`src/rtl/pdbf_pkg.sv`:
```
// ----------------------------------------------------------------------------
// pdbf_pkg: shared types and constants for the pair distance band filter
// Holds the field widths, the configuration register map and the
// structures that carry words between the pipeline stages.
// ----------------------------------------------------------------------------
package pdbf_pkg;

  localparam int NUM_BANDS     = 2;
  localparam int MAX_BANDS     = 2;
  localparam int COORD_BITS    = 24;
  localparam int POS_BITS      = 16;
  localparam int TAG_BITS      = 32;
  localparam int ID_BITS       = 31;
  localparam int LIMIT_BITS    = 31;
  localparam int BOUND_BITS    = 52;
  localparam int BANDS_W       = 2;
  localparam int CFG_IDX_BITS  = 3;
  localparam int CFG_DATA_BITS = 52;

  localparam int DIFF_BITS  = COORD_BITS + 1;
  localparam int SQ_BITS    = 2 * COORD_BITS;
  localparam int DIST_BITS  = SQ_BITS + 2;
  localparam int CMP_BITS   = (DIST_BITS > BOUND_BITS) ? DIST_BITS : BOUND_BITS;
  localparam int TDIFF_BITS = TAG_BITS + 1;

  typedef enum logic [CFG_IDX_BITS-1:0] {
    CFG_SELF_MODE  = 3'd0,
    CFG_BANDS_USED = 3'd1,
    CFG_TAG_LIMIT  = 3'd2,
    CFG_BAND0_LOW  = 3'd3,
    CFG_BAND0_HIGH = 3'd4,
    CFG_BAND1_LOW  = 3'd5,
    CFG_BAND1_HIGH = 3'd6
  } cfg_idx_t;

  typedef struct packed {
    logic                  self_mode;
    logic [BANDS_W-1:0]    bands_used;
    logic [LIMIT_BITS-1:0] tag_diff_limit;
    logic [BOUND_BITS-1:0] band0_low;
    logic [BOUND_BITS-1:0] band0_high;
    logic [BOUND_BITS-1:0] band1_low;
    logic [BOUND_BITS-1:0] band1_high;
  } cfg_t;

  // One candidate pair as it arrives on the input channel.
  typedef struct packed {
    logic signed [COORD_BITS-1:0] row_x;
    logic signed [COORD_BITS-1:0] row_y;
    logic signed [COORD_BITS-1:0] row_z;
    logic signed [TAG_BITS-1:0]   row_tag;
    logic [ID_BITS-1:0]           row_id;
    logic [POS_BITS-1:0]          row_pos;
    logic signed [COORD_BITS-1:0] col_x;
    logic signed [COORD_BITS-1:0] col_y;
    logic signed [COORD_BITS-1:0] col_z;
    logic signed [TAG_BITS-1:0]   col_tag;
    logic [ID_BITS-1:0]           col_id;
    logic [POS_BITS-1:0]          col_pos;
  } pair_t;

  // Pair after the squaring stage.
  typedef struct packed {
    logic [SQ_BITS-1:0] sq_x;
    logic [SQ_BITS-1:0] sq_y;
    logic [SQ_BITS-1:0] sq_z;
    logic               keep;
    logic [ID_BITS-1:0] row_id;
    logic [ID_BITS-1:0] col_id;
  } sq_t;

endpackage

```
`src/rtl/pdbf_cfg_regs.sv`:
```
// ----------------------------------------------------------------------------
// pdbf_cfg_regs: configuration register file
// Decodes the write port into the seven filter settings.
// ----------------------------------------------------------------------------
module pdbf_cfg_regs (
  input  logic                                clk,
  input  logic                                rst_n,
  input  logic                                cfg_we,
  input  logic [pdbf_pkg::CFG_IDX_BITS-1:0]   cfg_index,
  input  logic [pdbf_pkg::CFG_DATA_BITS-1:0]  cfg_wdata,
  output pdbf_pkg::cfg_t                      cfg
);

  pdbf_pkg::cfg_t cfg_r;

  always_ff @(posedge clk) begin
    if (!rst_n) begin
      cfg_r.self_mode      <= 1'b0;
      cfg_r.bands_used     <= pdbf_pkg::BANDS_W'(1);
      cfg_r.tag_diff_limit <= '0;
      cfg_r.band0_low      <= '0;
      cfg_r.band0_high     <= '0;
      cfg_r.band1_low      <= '0;
      cfg_r.band1_high     <= '0;
    end else if (cfg_we) begin
      unique case (pdbf_pkg::cfg_idx_t'(cfg_index))
        pdbf_pkg::CFG_SELF_MODE:  cfg_r.self_mode      <= cfg_wdata[0];
        pdbf_pkg::CFG_BANDS_USED: cfg_r.bands_used     <= cfg_wdata[pdbf_pkg::BANDS_W-1:0];
        pdbf_pkg::CFG_TAG_LIMIT:  cfg_r.tag_diff_limit <=
                                    cfg_wdata[pdbf_pkg::LIMIT_BITS-1:0];
        pdbf_pkg::CFG_BAND0_LOW:  cfg_r.band0_low  <= cfg_wdata[pdbf_pkg::BOUND_BITS-1:0];
        pdbf_pkg::CFG_BAND0_HIGH: cfg_r.band0_high <= cfg_wdata[pdbf_pkg::BOUND_BITS-1:0];
        pdbf_pkg::CFG_BAND1_LOW:  cfg_r.band1_low  <= cfg_wdata[pdbf_pkg::BOUND_BITS-1:0];
        pdbf_pkg::CFG_BAND1_HIGH: cfg_r.band1_high <= cfg_wdata[pdbf_pkg::BOUND_BITS-1:0];
        default: ;  // unmapped index: drop the write
      endcase
    end
  end

  assign cfg = cfg_r;

endmodule

```
`src/rtl/pdbf_square.sv`:
```
// ----------------------------------------------------------------------------
// pdbf_square: input register and squaring stage
// Registers the incoming pair, forms the per-axis squared differences,
// the tag and position checks, and holds them in the next register.
// ----------------------------------------------------------------------------
module pdbf_square (
  input  logic            clk,
  input  logic            rst_n,
  input  pdbf_pkg::cfg_t  cfg,
  input  logic            in_valid,
  output logic            in_ready,
  input  pdbf_pkg::pair_t in_pair,
  output logic            sq_valid,
  input  logic            sq_ready,
  output pdbf_pkg::sq_t   sq_word
);

  logic            s0_valid_r;
  pdbf_pkg::pair_t s0_r;
  logic            s1_valid_r;
  pdbf_pkg::sq_t   s1_r;
  logic            s1_open;
  pdbf_pkg::sq_t   sq_nxt;

  logic signed [pdbf_pkg::DIFF_BITS-1:0]  dx, dy, dz;
  logic [pdbf_pkg::COORD_BITS-1:0]        mx, my, mz;
  logic signed [pdbf_pkg::TDIFF_BITS-1:0] tdiff;
  logic [pdbf_pkg::TDIFF_BITS-1:0]        tabs;
  logic                                   tag_ok;
  logic                                   pos_ok;

  assign s1_open  = !s1_valid_r || sq_ready;
  assign in_ready = !s0_valid_r || s1_open;

  always_comb begin
    dx = pdbf_pkg::DIFF_BITS'(s0_r.col_x) - pdbf_pkg::DIFF_BITS'(s0_r.row_x);
    dy = pdbf_pkg::DIFF_BITS'(s0_r.col_y) - pdbf_pkg::DIFF_BITS'(s0_r.row_y);
    dz = pdbf_pkg::DIFF_BITS'(s0_r.col_z) - pdbf_pkg::DIFF_BITS'(s0_r.row_z);
    // magnitude of a difference of two COORD_BITS values fits COORD_BITS bits
    mx = dx[pdbf_pkg::DIFF_BITS-1] ? pdbf_pkg::COORD_BITS'(-dx) : pdbf_pkg::COORD_BITS'(dx);
    my = dy[pdbf_pkg::DIFF_BITS-1] ? pdbf_pkg::COORD_BITS'(-dy) : pdbf_pkg::COORD_BITS'(dy);
    mz = dz[pdbf_pkg::DIFF_BITS-1] ? pdbf_pkg::COORD_BITS'(-dz) : pdbf_pkg::COORD_BITS'(dz);

    tdiff  = pdbf_pkg::TDIFF_BITS'(s0_r.col_tag) - pdbf_pkg::TDIFF_BITS'(s0_r.row_tag);
    tabs   = tdiff[pdbf_pkg::TDIFF_BITS-1] ? pdbf_pkg::TDIFF_BITS'(-tdiff)
                                           : pdbf_pkg::TDIFF_BITS'(tdiff);
    tag_ok = tabs > pdbf_pkg::TDIFF_BITS'(cfg.tag_diff_limit);
    pos_ok = !cfg.self_mode || (s0_r.col_pos > s0_r.row_pos);

    sq_nxt.sq_x   = pdbf_pkg::SQ_BITS'(mx) * pdbf_pkg::SQ_BITS'(mx);
    sq_nxt.sq_y   = pdbf_pkg::SQ_BITS'(my) * pdbf_pkg::SQ_BITS'(my);
    sq_nxt.sq_z   = pdbf_pkg::SQ_BITS'(mz) * pdbf_pkg::SQ_BITS'(mz);
    sq_nxt.keep   = tag_ok && pos_ok;
    sq_nxt.row_id = s0_r.row_id;
    sq_nxt.col_id = s0_r.col_id;
  end

  always_ff @(posedge clk) begin
    if (!rst_n) begin
      s0_valid_r <= 1'b0;
      s1_valid_r <= 1'b0;
    end else begin
      if (in_ready) begin
        s0_valid_r <= in_valid;
      end
      if (s1_open) begin
        s1_valid_r <= s0_valid_r;
      end
    end
  end

  always_ff @(posedge clk) begin
    if (in_valid && in_ready) begin
      s0_r <= in_pair;
    end
    if (s0_valid_r && s1_open) begin
      s1_r <= sq_nxt;
    end
  end

  assign sq_valid = s1_valid_r;
  assign sq_word  = s1_r;

endmodule

```
`src/rtl/pdbf_band_emit.sv`:
```
// ----------------------------------------------------------------------------
// pdbf_band_emit: band compare and contact output
// Sums the squares, checks each band and holds the hit mask in the
// output register, handing out one contact word per band hit.
// ----------------------------------------------------------------------------
module pdbf_band_emit (
  input  logic                          clk,
  input  logic                          rst_n,
  input  pdbf_pkg::cfg_t                cfg,
  input  logic                          sq_valid,
  output logic                          sq_ready,
  input  pdbf_pkg::sq_t                 sq_word,
  output logic                          out_valid,
  input  logic                          out_ready,
  output logic                          out_band,
  output logic [pdbf_pkg::ID_BITS-1:0]  out_first_id,
  output logic [pdbf_pkg::ID_BITS-1:0]  out_second_id,
  output logic                          out_last
);

  logic [pdbf_pkg::MAX_BANDS-1:0] mask_r;
  logic [pdbf_pkg::MAX_BANDS-1:0] mask_nxt;
  logic [pdbf_pkg::MAX_BANDS-1:0] hit;
  logic [pdbf_pkg::ID_BITS-1:0]   first_id_r;
  logic [pdbf_pkg::ID_BITS-1:0]   second_id_r;
  logic [pdbf_pkg::CMP_BITS-1:0]  dist_sq;
  logic                           band1_en;
  logic                           last_now;
  logic                           free;

  always_comb begin
    dist_sq = pdbf_pkg::CMP_BITS'(sq_word.sq_x) + pdbf_pkg::CMP_BITS'(sq_word.sq_y)
            + pdbf_pkg::CMP_BITS'(sq_word.sq_z);
    band1_en = (pdbf_pkg::NUM_BANDS > 1) && (cfg.bands_used >= pdbf_pkg::BANDS_W'(2));
    hit[0] = sq_word.keep
          && (dist_sq > pdbf_pkg::CMP_BITS'(cfg.band0_low))
          && (dist_sq < pdbf_pkg::CMP_BITS'(cfg.band0_high));
    hit[1] = sq_word.keep && band1_en
          && (dist_sq > pdbf_pkg::CMP_BITS'(cfg.band1_low))
          && (dist_sq < pdbf_pkg::CMP_BITS'(cfg.band1_high));
  end

  // Band 0 goes out first; the word is last unless band 1 still follows.
  assign last_now = !(mask_r[0] && mask_r[1]);
  assign free     = (mask_r == '0) || (out_ready && last_now);
  assign sq_ready = free;

  always_comb begin
    if (free) begin
      mask_nxt = sq_valid ? hit : '0;
    end else if (out_ready) begin
      mask_nxt = mask_r & ~pdbf_pkg::MAX_BANDS'(1);
    end else begin
      mask_nxt = mask_r;
    end
  end

  always_ff @(posedge clk) begin
    if (!rst_n) begin
      mask_r <= '0;
    end else begin
      mask_r <= mask_nxt;
    end
  end

  always_ff @(posedge clk) begin
    if (free && sq_valid) begin
      first_id_r  <= sq_word.row_id;
      second_id_r <= sq_word.col_id;
    end
  end

  assign out_valid     = |mask_r;
  assign out_band      = !mask_r[0];
  assign out_first_id  = first_id_r;
  assign out_second_id = second_id_r;
  assign out_last      = last_now;

endmodule

```
`src/rtl/pair_distance_band_filter_unit.sv`:
```
// ----------------------------------------------------------------------------
// pair_distance_band_filter_unit: neighbor contact filter with distance bands
// Top level: configuration registers, squaring stage, band check and output.
// ----------------------------------------------------------------------------
// Each input word is one candidate pair of points (row and column), with
// signed Q16.8 coordinates, a filament tag, an id and a list position. The
// unit forms the exact squared distance (unsigned Q34.16) and the absolute
// tag difference, and emits one contact word per distance band that the pair
// falls strictly inside, band 0 before band 1, provided the tag difference
// exceeds tag_diff_limit and, in self mode, col_pos > row_pos. A pair yields
// zero, one or two contact words; out_last marks the final one, and a pair
// with no contact yields nothing. A pair passes three registers: the input
// register loaded at its acceptance edge, the squaring register (three
// 24x24 multipliers), then the output register fed by the sum and band
// compares. One pair is accepted per cycle unless the output stalls; a
// pair that hits both bands holds the output register until both of its
// words are taken, so sustained throughput is one contact word per cycle.
// Write configuration only while the unit is idle.
// ----------------------------------------------------------------------------
module pair_distance_band_filter_unit (
  input  logic                                  clk,
  input  logic                                  rst_n,

  // configuration write port
  input  logic                                  cfg_we,
  input  logic [pdbf_pkg::CFG_IDX_BITS-1:0]     cfg_index,
  input  logic [pdbf_pkg::CFG_DATA_BITS-1:0]    cfg_wdata,

  // candidate pair input
  input  logic                                  in_valid,
  output logic                                  in_ready,
  input  logic signed [pdbf_pkg::COORD_BITS-1:0] in_row_x,
  input  logic signed [pdbf_pkg::COORD_BITS-1:0] in_row_y,
  input  logic signed [pdbf_pkg::COORD_BITS-1:0] in_row_z,
  input  logic signed [pdbf_pkg::TAG_BITS-1:0]   in_row_tag,
  input  logic [pdbf_pkg::ID_BITS-1:0]          in_row_id,
  input  logic [pdbf_pkg::POS_BITS-1:0]         in_row_pos,
  input  logic signed [pdbf_pkg::COORD_BITS-1:0] in_col_x,
  input  logic signed [pdbf_pkg::COORD_BITS-1:0] in_col_y,
  input  logic signed [pdbf_pkg::COORD_BITS-1:0] in_col_z,
  input  logic signed [pdbf_pkg::TAG_BITS-1:0]   in_col_tag,
  input  logic [pdbf_pkg::ID_BITS-1:0]          in_col_id,
  input  logic [pdbf_pkg::POS_BITS-1:0]         in_col_pos,

  // contact output
  output logic                                  out_valid,
  input  logic                                  out_ready,
  output logic                                  out_band,
  output logic [pdbf_pkg::ID_BITS-1:0]          out_first_id,
  output logic [pdbf_pkg::ID_BITS-1:0]          out_second_id,
  output logic                                  out_last
);

  pdbf_pkg::cfg_t  cfg;
  pdbf_pkg::pair_t in_pair;
  pdbf_pkg::sq_t   sq_word;
  logic            sq_valid;
  logic            sq_ready;

  // Gather the input ports into one pair word.
  always_comb begin
    in_pair.row_x   = in_row_x;
    in_pair.row_y   = in_row_y;
    in_pair.row_z   = in_row_z;
    in_pair.row_tag = in_row_tag;
    in_pair.row_id  = in_row_id;
    in_pair.row_pos = in_row_pos;
    in_pair.col_x   = in_col_x;
    in_pair.col_y   = in_col_y;
    in_pair.col_z   = in_col_z;
    in_pair.col_tag = in_col_tag;
    in_pair.col_id  = in_col_id;
    in_pair.col_pos = in_col_pos;
  end

  // Settings: self mode, band count, tag limit and the two band windows.
  pdbf_cfg_regs u_cfg (
    .clk       (clk),
    .rst_n     (rst_n),
    .cfg_we    (cfg_we),
    .cfg_index (cfg_index),
    .cfg_wdata (cfg_wdata),
    .cfg       (cfg)
  );

  // Input register, then squared axis differences plus tag/position checks.
  pdbf_square u_square (
    .clk      (clk),
    .rst_n    (rst_n),
    .cfg      (cfg),
    .in_valid (in_valid),
    .in_ready (in_ready),
    .in_pair  (in_pair),
    .sq_valid (sq_valid),
    .sq_ready (sq_ready),
    .sq_word  (sq_word)
  );

  // Sum, compare against each band, and emit one word per hit.
  pdbf_band_emit u_band_emit (
    .clk           (clk),
    .rst_n         (rst_n),
    .cfg           (cfg),
    .sq_valid      (sq_valid),
    .sq_ready      (sq_ready),
    .sq_word       (sq_word),
    .out_valid     (out_valid),
    .out_ready     (out_ready),
    .out_band      (out_band),
    .out_first_id  (out_first_id),
    .out_second_id (out_second_id),
    .out_last      (out_last)
  );

endmodule
```
`config.mk`:
```
export PLATFORM = sky130hd
export DESIGN_NAME = pair_distance_band_filter_unit
export DESIGN_NICKNAME = d
export VERILOG_FILES = /design/src/rtl/pdbf_pkg.sv /design/src/rtl/pdbf_cfg_regs.sv /design/src/rtl/pdbf_square.sv /design/src/rtl/pdbf_band_emit.sv /design/src/rtl/pair_distance_band_filter_unit.sv
export SDC_FILE = /design/constraint.sdc
export NUM_CORES = 2
export LEC_CHECK = 0
export ABC_AREA = 1
export BUFFER_PORTS_ARGS = -buffer_cell sky130_fd_sc_hd__buf_4
export CAP_MARGIN = 20
export CORE_ASPECT_RATIO = 1.25
export CORE_MARGIN = 10
export CORE_UTILIZATION = 40
export DETAILED_ROUTE_END_ITERATION = 8
export GPL_ROUTABILITY_DRIVEN = 0
export GPL_TIMING_DRIVEN = 0
export PLACE_DENSITY_LB_ADDON = 0.3
export SETUP_SLACK_MARGIN = 0.5
export SYNTH_ARGS = -nofsm -noshare
export SYNTH_HDL_FRONTEND = slang
export SYNTH_SLANG_ARGS = --single-unit
```
`constraint.sdc`:
```
create_clock -name clk -period 26.7 [get_ports clk]
set_input_delay 4.005 -clock clk [delete_from_list [all_inputs] [get_ports clk]]
set_output_delay 4.005 -clock clk [all_outputs]
set_load 0.03 [all_outputs]
```
==> qor.yml <==
timing:
  rsz0062_at_grt: "no"
  slew_headroom_pct: 24.55
  worst_pin_slew_ns: 1.118
  setup-tns-final_ns: 0
  drv_slew: 0
  period_share_pct: 38.69
  hold_viol_final: 0
  skew_ns: 0.05506
  period_minus_slack_ns: 10.33
  fmax_ghz: 0.09681
  setup_viol: 0
worst_setup_path:
  critPathArrivalTime_ns: 10.81
  cp_num_buf_inv: 12
  crit_top_cell: "inv_1"
  cpPeakStageDelay_ns: 0.56
  r2r_setup_slack_ns: 16.37
  critical_path.slowest_cell: "fa_1"
  crit_fanout: 10
  startpoint_type: "flip-flop"
  rr_endpoint: "u_square.sq_word[110]$_DFFE_PP_"
  reg2reg_from: "u_square.s0_r[230]$_DFFE_PP_"
  crit_type: "reg -> reg"
  critPathRequiredTime_ns: 27.18
  cp_top_family: "adder cells"
  cp-end-kind: "flip-flop"
  reg2regPathDepth: 41
layout:
  fin_nets: 14080
  area_delta_synth_final_pct: 10.87
  layout-drive-gt1-share_pct: 7.318
clock_tree:
  post_cts_buffers: 0
  cts_root_buffer: "clkbuf_16"
  cts_sinks: 813
  hold_buffers: 0
  path_clk_slew_ns: 0.07
  cts_max_level: 3
  cts_resized: 0
  cts_buffers: 86
  clock_latency_ns: 0.76
  cts_max_path_buffers: 3
  cts_tree: "built"
synthesis:
  syn_area_per_cell_um2: 8.636
  ys.flop_type: "edfxtp_1"
  synthTopCellsByCount: "2559 x inv_1, 1676 x nand2_1, 1272 x fa_1"
  seq_area_frac_synth_pct: 23.17
  yosys-top-cells-area: "fa_1 27%, edfxtp_1 18%, ha_1 13%, inv_1 10%, nand2_1 6.6%"
  async_reset_ff_share_pct: 0
  synth.top_cell.area_share_pct: 26.86
  synth_top_cell_by_area: "fa_1"
  syn_inst: 10980
  yosysUniqueCellTypes: 66
  synth_most_common_cell: "inv_1"
  ys_ff_latch: 813
  yosys_warnings: 0
  synth-edff-count: 568
  netlist_area_um2: 94790
  syn_nets: 13570
hold_path:
  hp-start: "u_square.sq_word[44]$_DFFE_PP_"
  hold_class: "reg -> reg"
  hold_end: "u_band_emit.out_first_id[13]$_DFFE_PP_"
  hold_depth: 0
grt:
  antenna_found_initial: 11
  grt.overflow.total: 0
  grt_max_degree: 142
  grt_pass1_wl_mm: 435.5
  gr-usage-all-layers_pct: 21.29
  grt_pass1_vias: 80420
routing:
  drc: 1
  detailedRoute.firstIterationViolations: 4871
  drt_wl_total_mm: 278.4
  vias: 75710
  first_pass_iters: 8
  vias_per_cell: 5.157
  antenna_left: 0
  wl_per_cell_um: 18.96
floorplan:
  die_x_um: 455.4
  dieArea_um2: 257000
  core_area_um2: 235500
  start_util_pct: 40.24
  rows: 199
  die-height_um: 564.3
  ios: 428
status:
  violations: "DRC"
  status: "complete, but fails checks"
placement:
  dpl.hpwl_mm: 233.8
  port_buffers: 426
job:
  cap_violations: 0
cell families after synthesis:
logic type	after synthesis	synth area share [%]
XOR/XNOR	298	2.876
AO/OA/AOI/OAI	1444	8.271
flip-flops	813	23.17
adder cells (fa/ha/maj)	2228	39.48
buffers and inverters	2808	11.39
AND/OR/NAND/NOR	3385	14.81
registers in the layout, indices dropped and copies added (netlist names):
register and count:
u_square.s0_r 302, u_cfg.cfg 241, u_square.sq_word 204, u_band_emit.out_first_id 31, u_band_emit.out_second_id 31, u_band_emit.mask_r 2
u_square.s0_valid_r 1, u_square.sq_valid 1
placed cells by master, fill, tap and decap left out, types with 42 or more instances in the layout:
master / n
inv_1: 2557
nand2_1: 1676
fa_1: 1272
nor2_1: 1058
ha_1: 956
a21oi_1: 723
edfxtp_1: 568
o21ai_0: 470
buf_4: 449
nand3_1: 273
dfxtp_1: 245
xor2_1: 197
nand4_1: 135
clkbuf_1: 102
xnor2_1: 87
clkbuf_16: 87
buf_2: 64
nor3_1: 53
inv_2: 44
a31oi_1: 43
nor2_2: 42
metal layers:
layer	GRT usage, %	part of all wire [%]	up-vias
li1	-	-	35330
met1	24.81	39	36930
met2	38.38	50	2718
met3	3.264	6.2	724
met4	9.923	5.3	6
met5	0	0.010	-
worst max-delay path by stage:
stage                                       from                         endpoint  slack (ns)  cells past startpoint
finish              u_square.s0_r[230]$_DFFE_PP_  u_square.sq_word[110]$_DFFE_PP_       16.37                     41
floorplan                              out_ready       u_square.s0_r[0]$_DFFE_PP_       15.63                      6
CTS                 u_square.s0_r[254]$_DFFE_PP_  u_square.sq_word[154]$_DFFE_PP_       16.42                     38
global route        u_square.s0_r[254]$_DFFE_PP_  u_square.sq_word[154]$_DFFE_PP_       15.77                     38
detailed placement  u_square.s0_r[254]$_DFFE_PP_  u_square.sq_word[154]$_DFFE_PP_       16.44                     37
global placement                       out_ready     u_square.s0_r[100]$_DFFE_PP_       12.51                      7
per-stage QoR:
stage,hold slack [ns],setup slack [ns],util (%),std cells,area (um^2)
floorplan,0.4003,15.63,-,10980,94790
global placement,0.4007,12.51,43.26,14520,101900
detailed placement,0.4045,16.44,43.31,14520,102000
CTS,0.4042,16.42,44.61,14680,105100
global route,0.4125,15.77,44.61,14680,105100
finish,0.4145,16.37,44.62,14680,105100
cell type report:
cell class / instances / area (um^2)
Antenna cell: 6 / 15.01
Inverter: 2612 / 9827
Clock buffer: 93 / 2200
Tap cell: 3115 / 3897
Timing Repair Buffer: 430 / 3301
Fill cell: 23020 / 130500
Multi-Input combinational cell: 7355 / 62040
Clock inverter: 61 / 864.6
Sequential cell: 813 / 21960
Buffer: 196 / 984.7
Power is left out: the tool's default activity adds up to more than one toggle a clock period on the data nets, which glitch-free logic cannot reach.
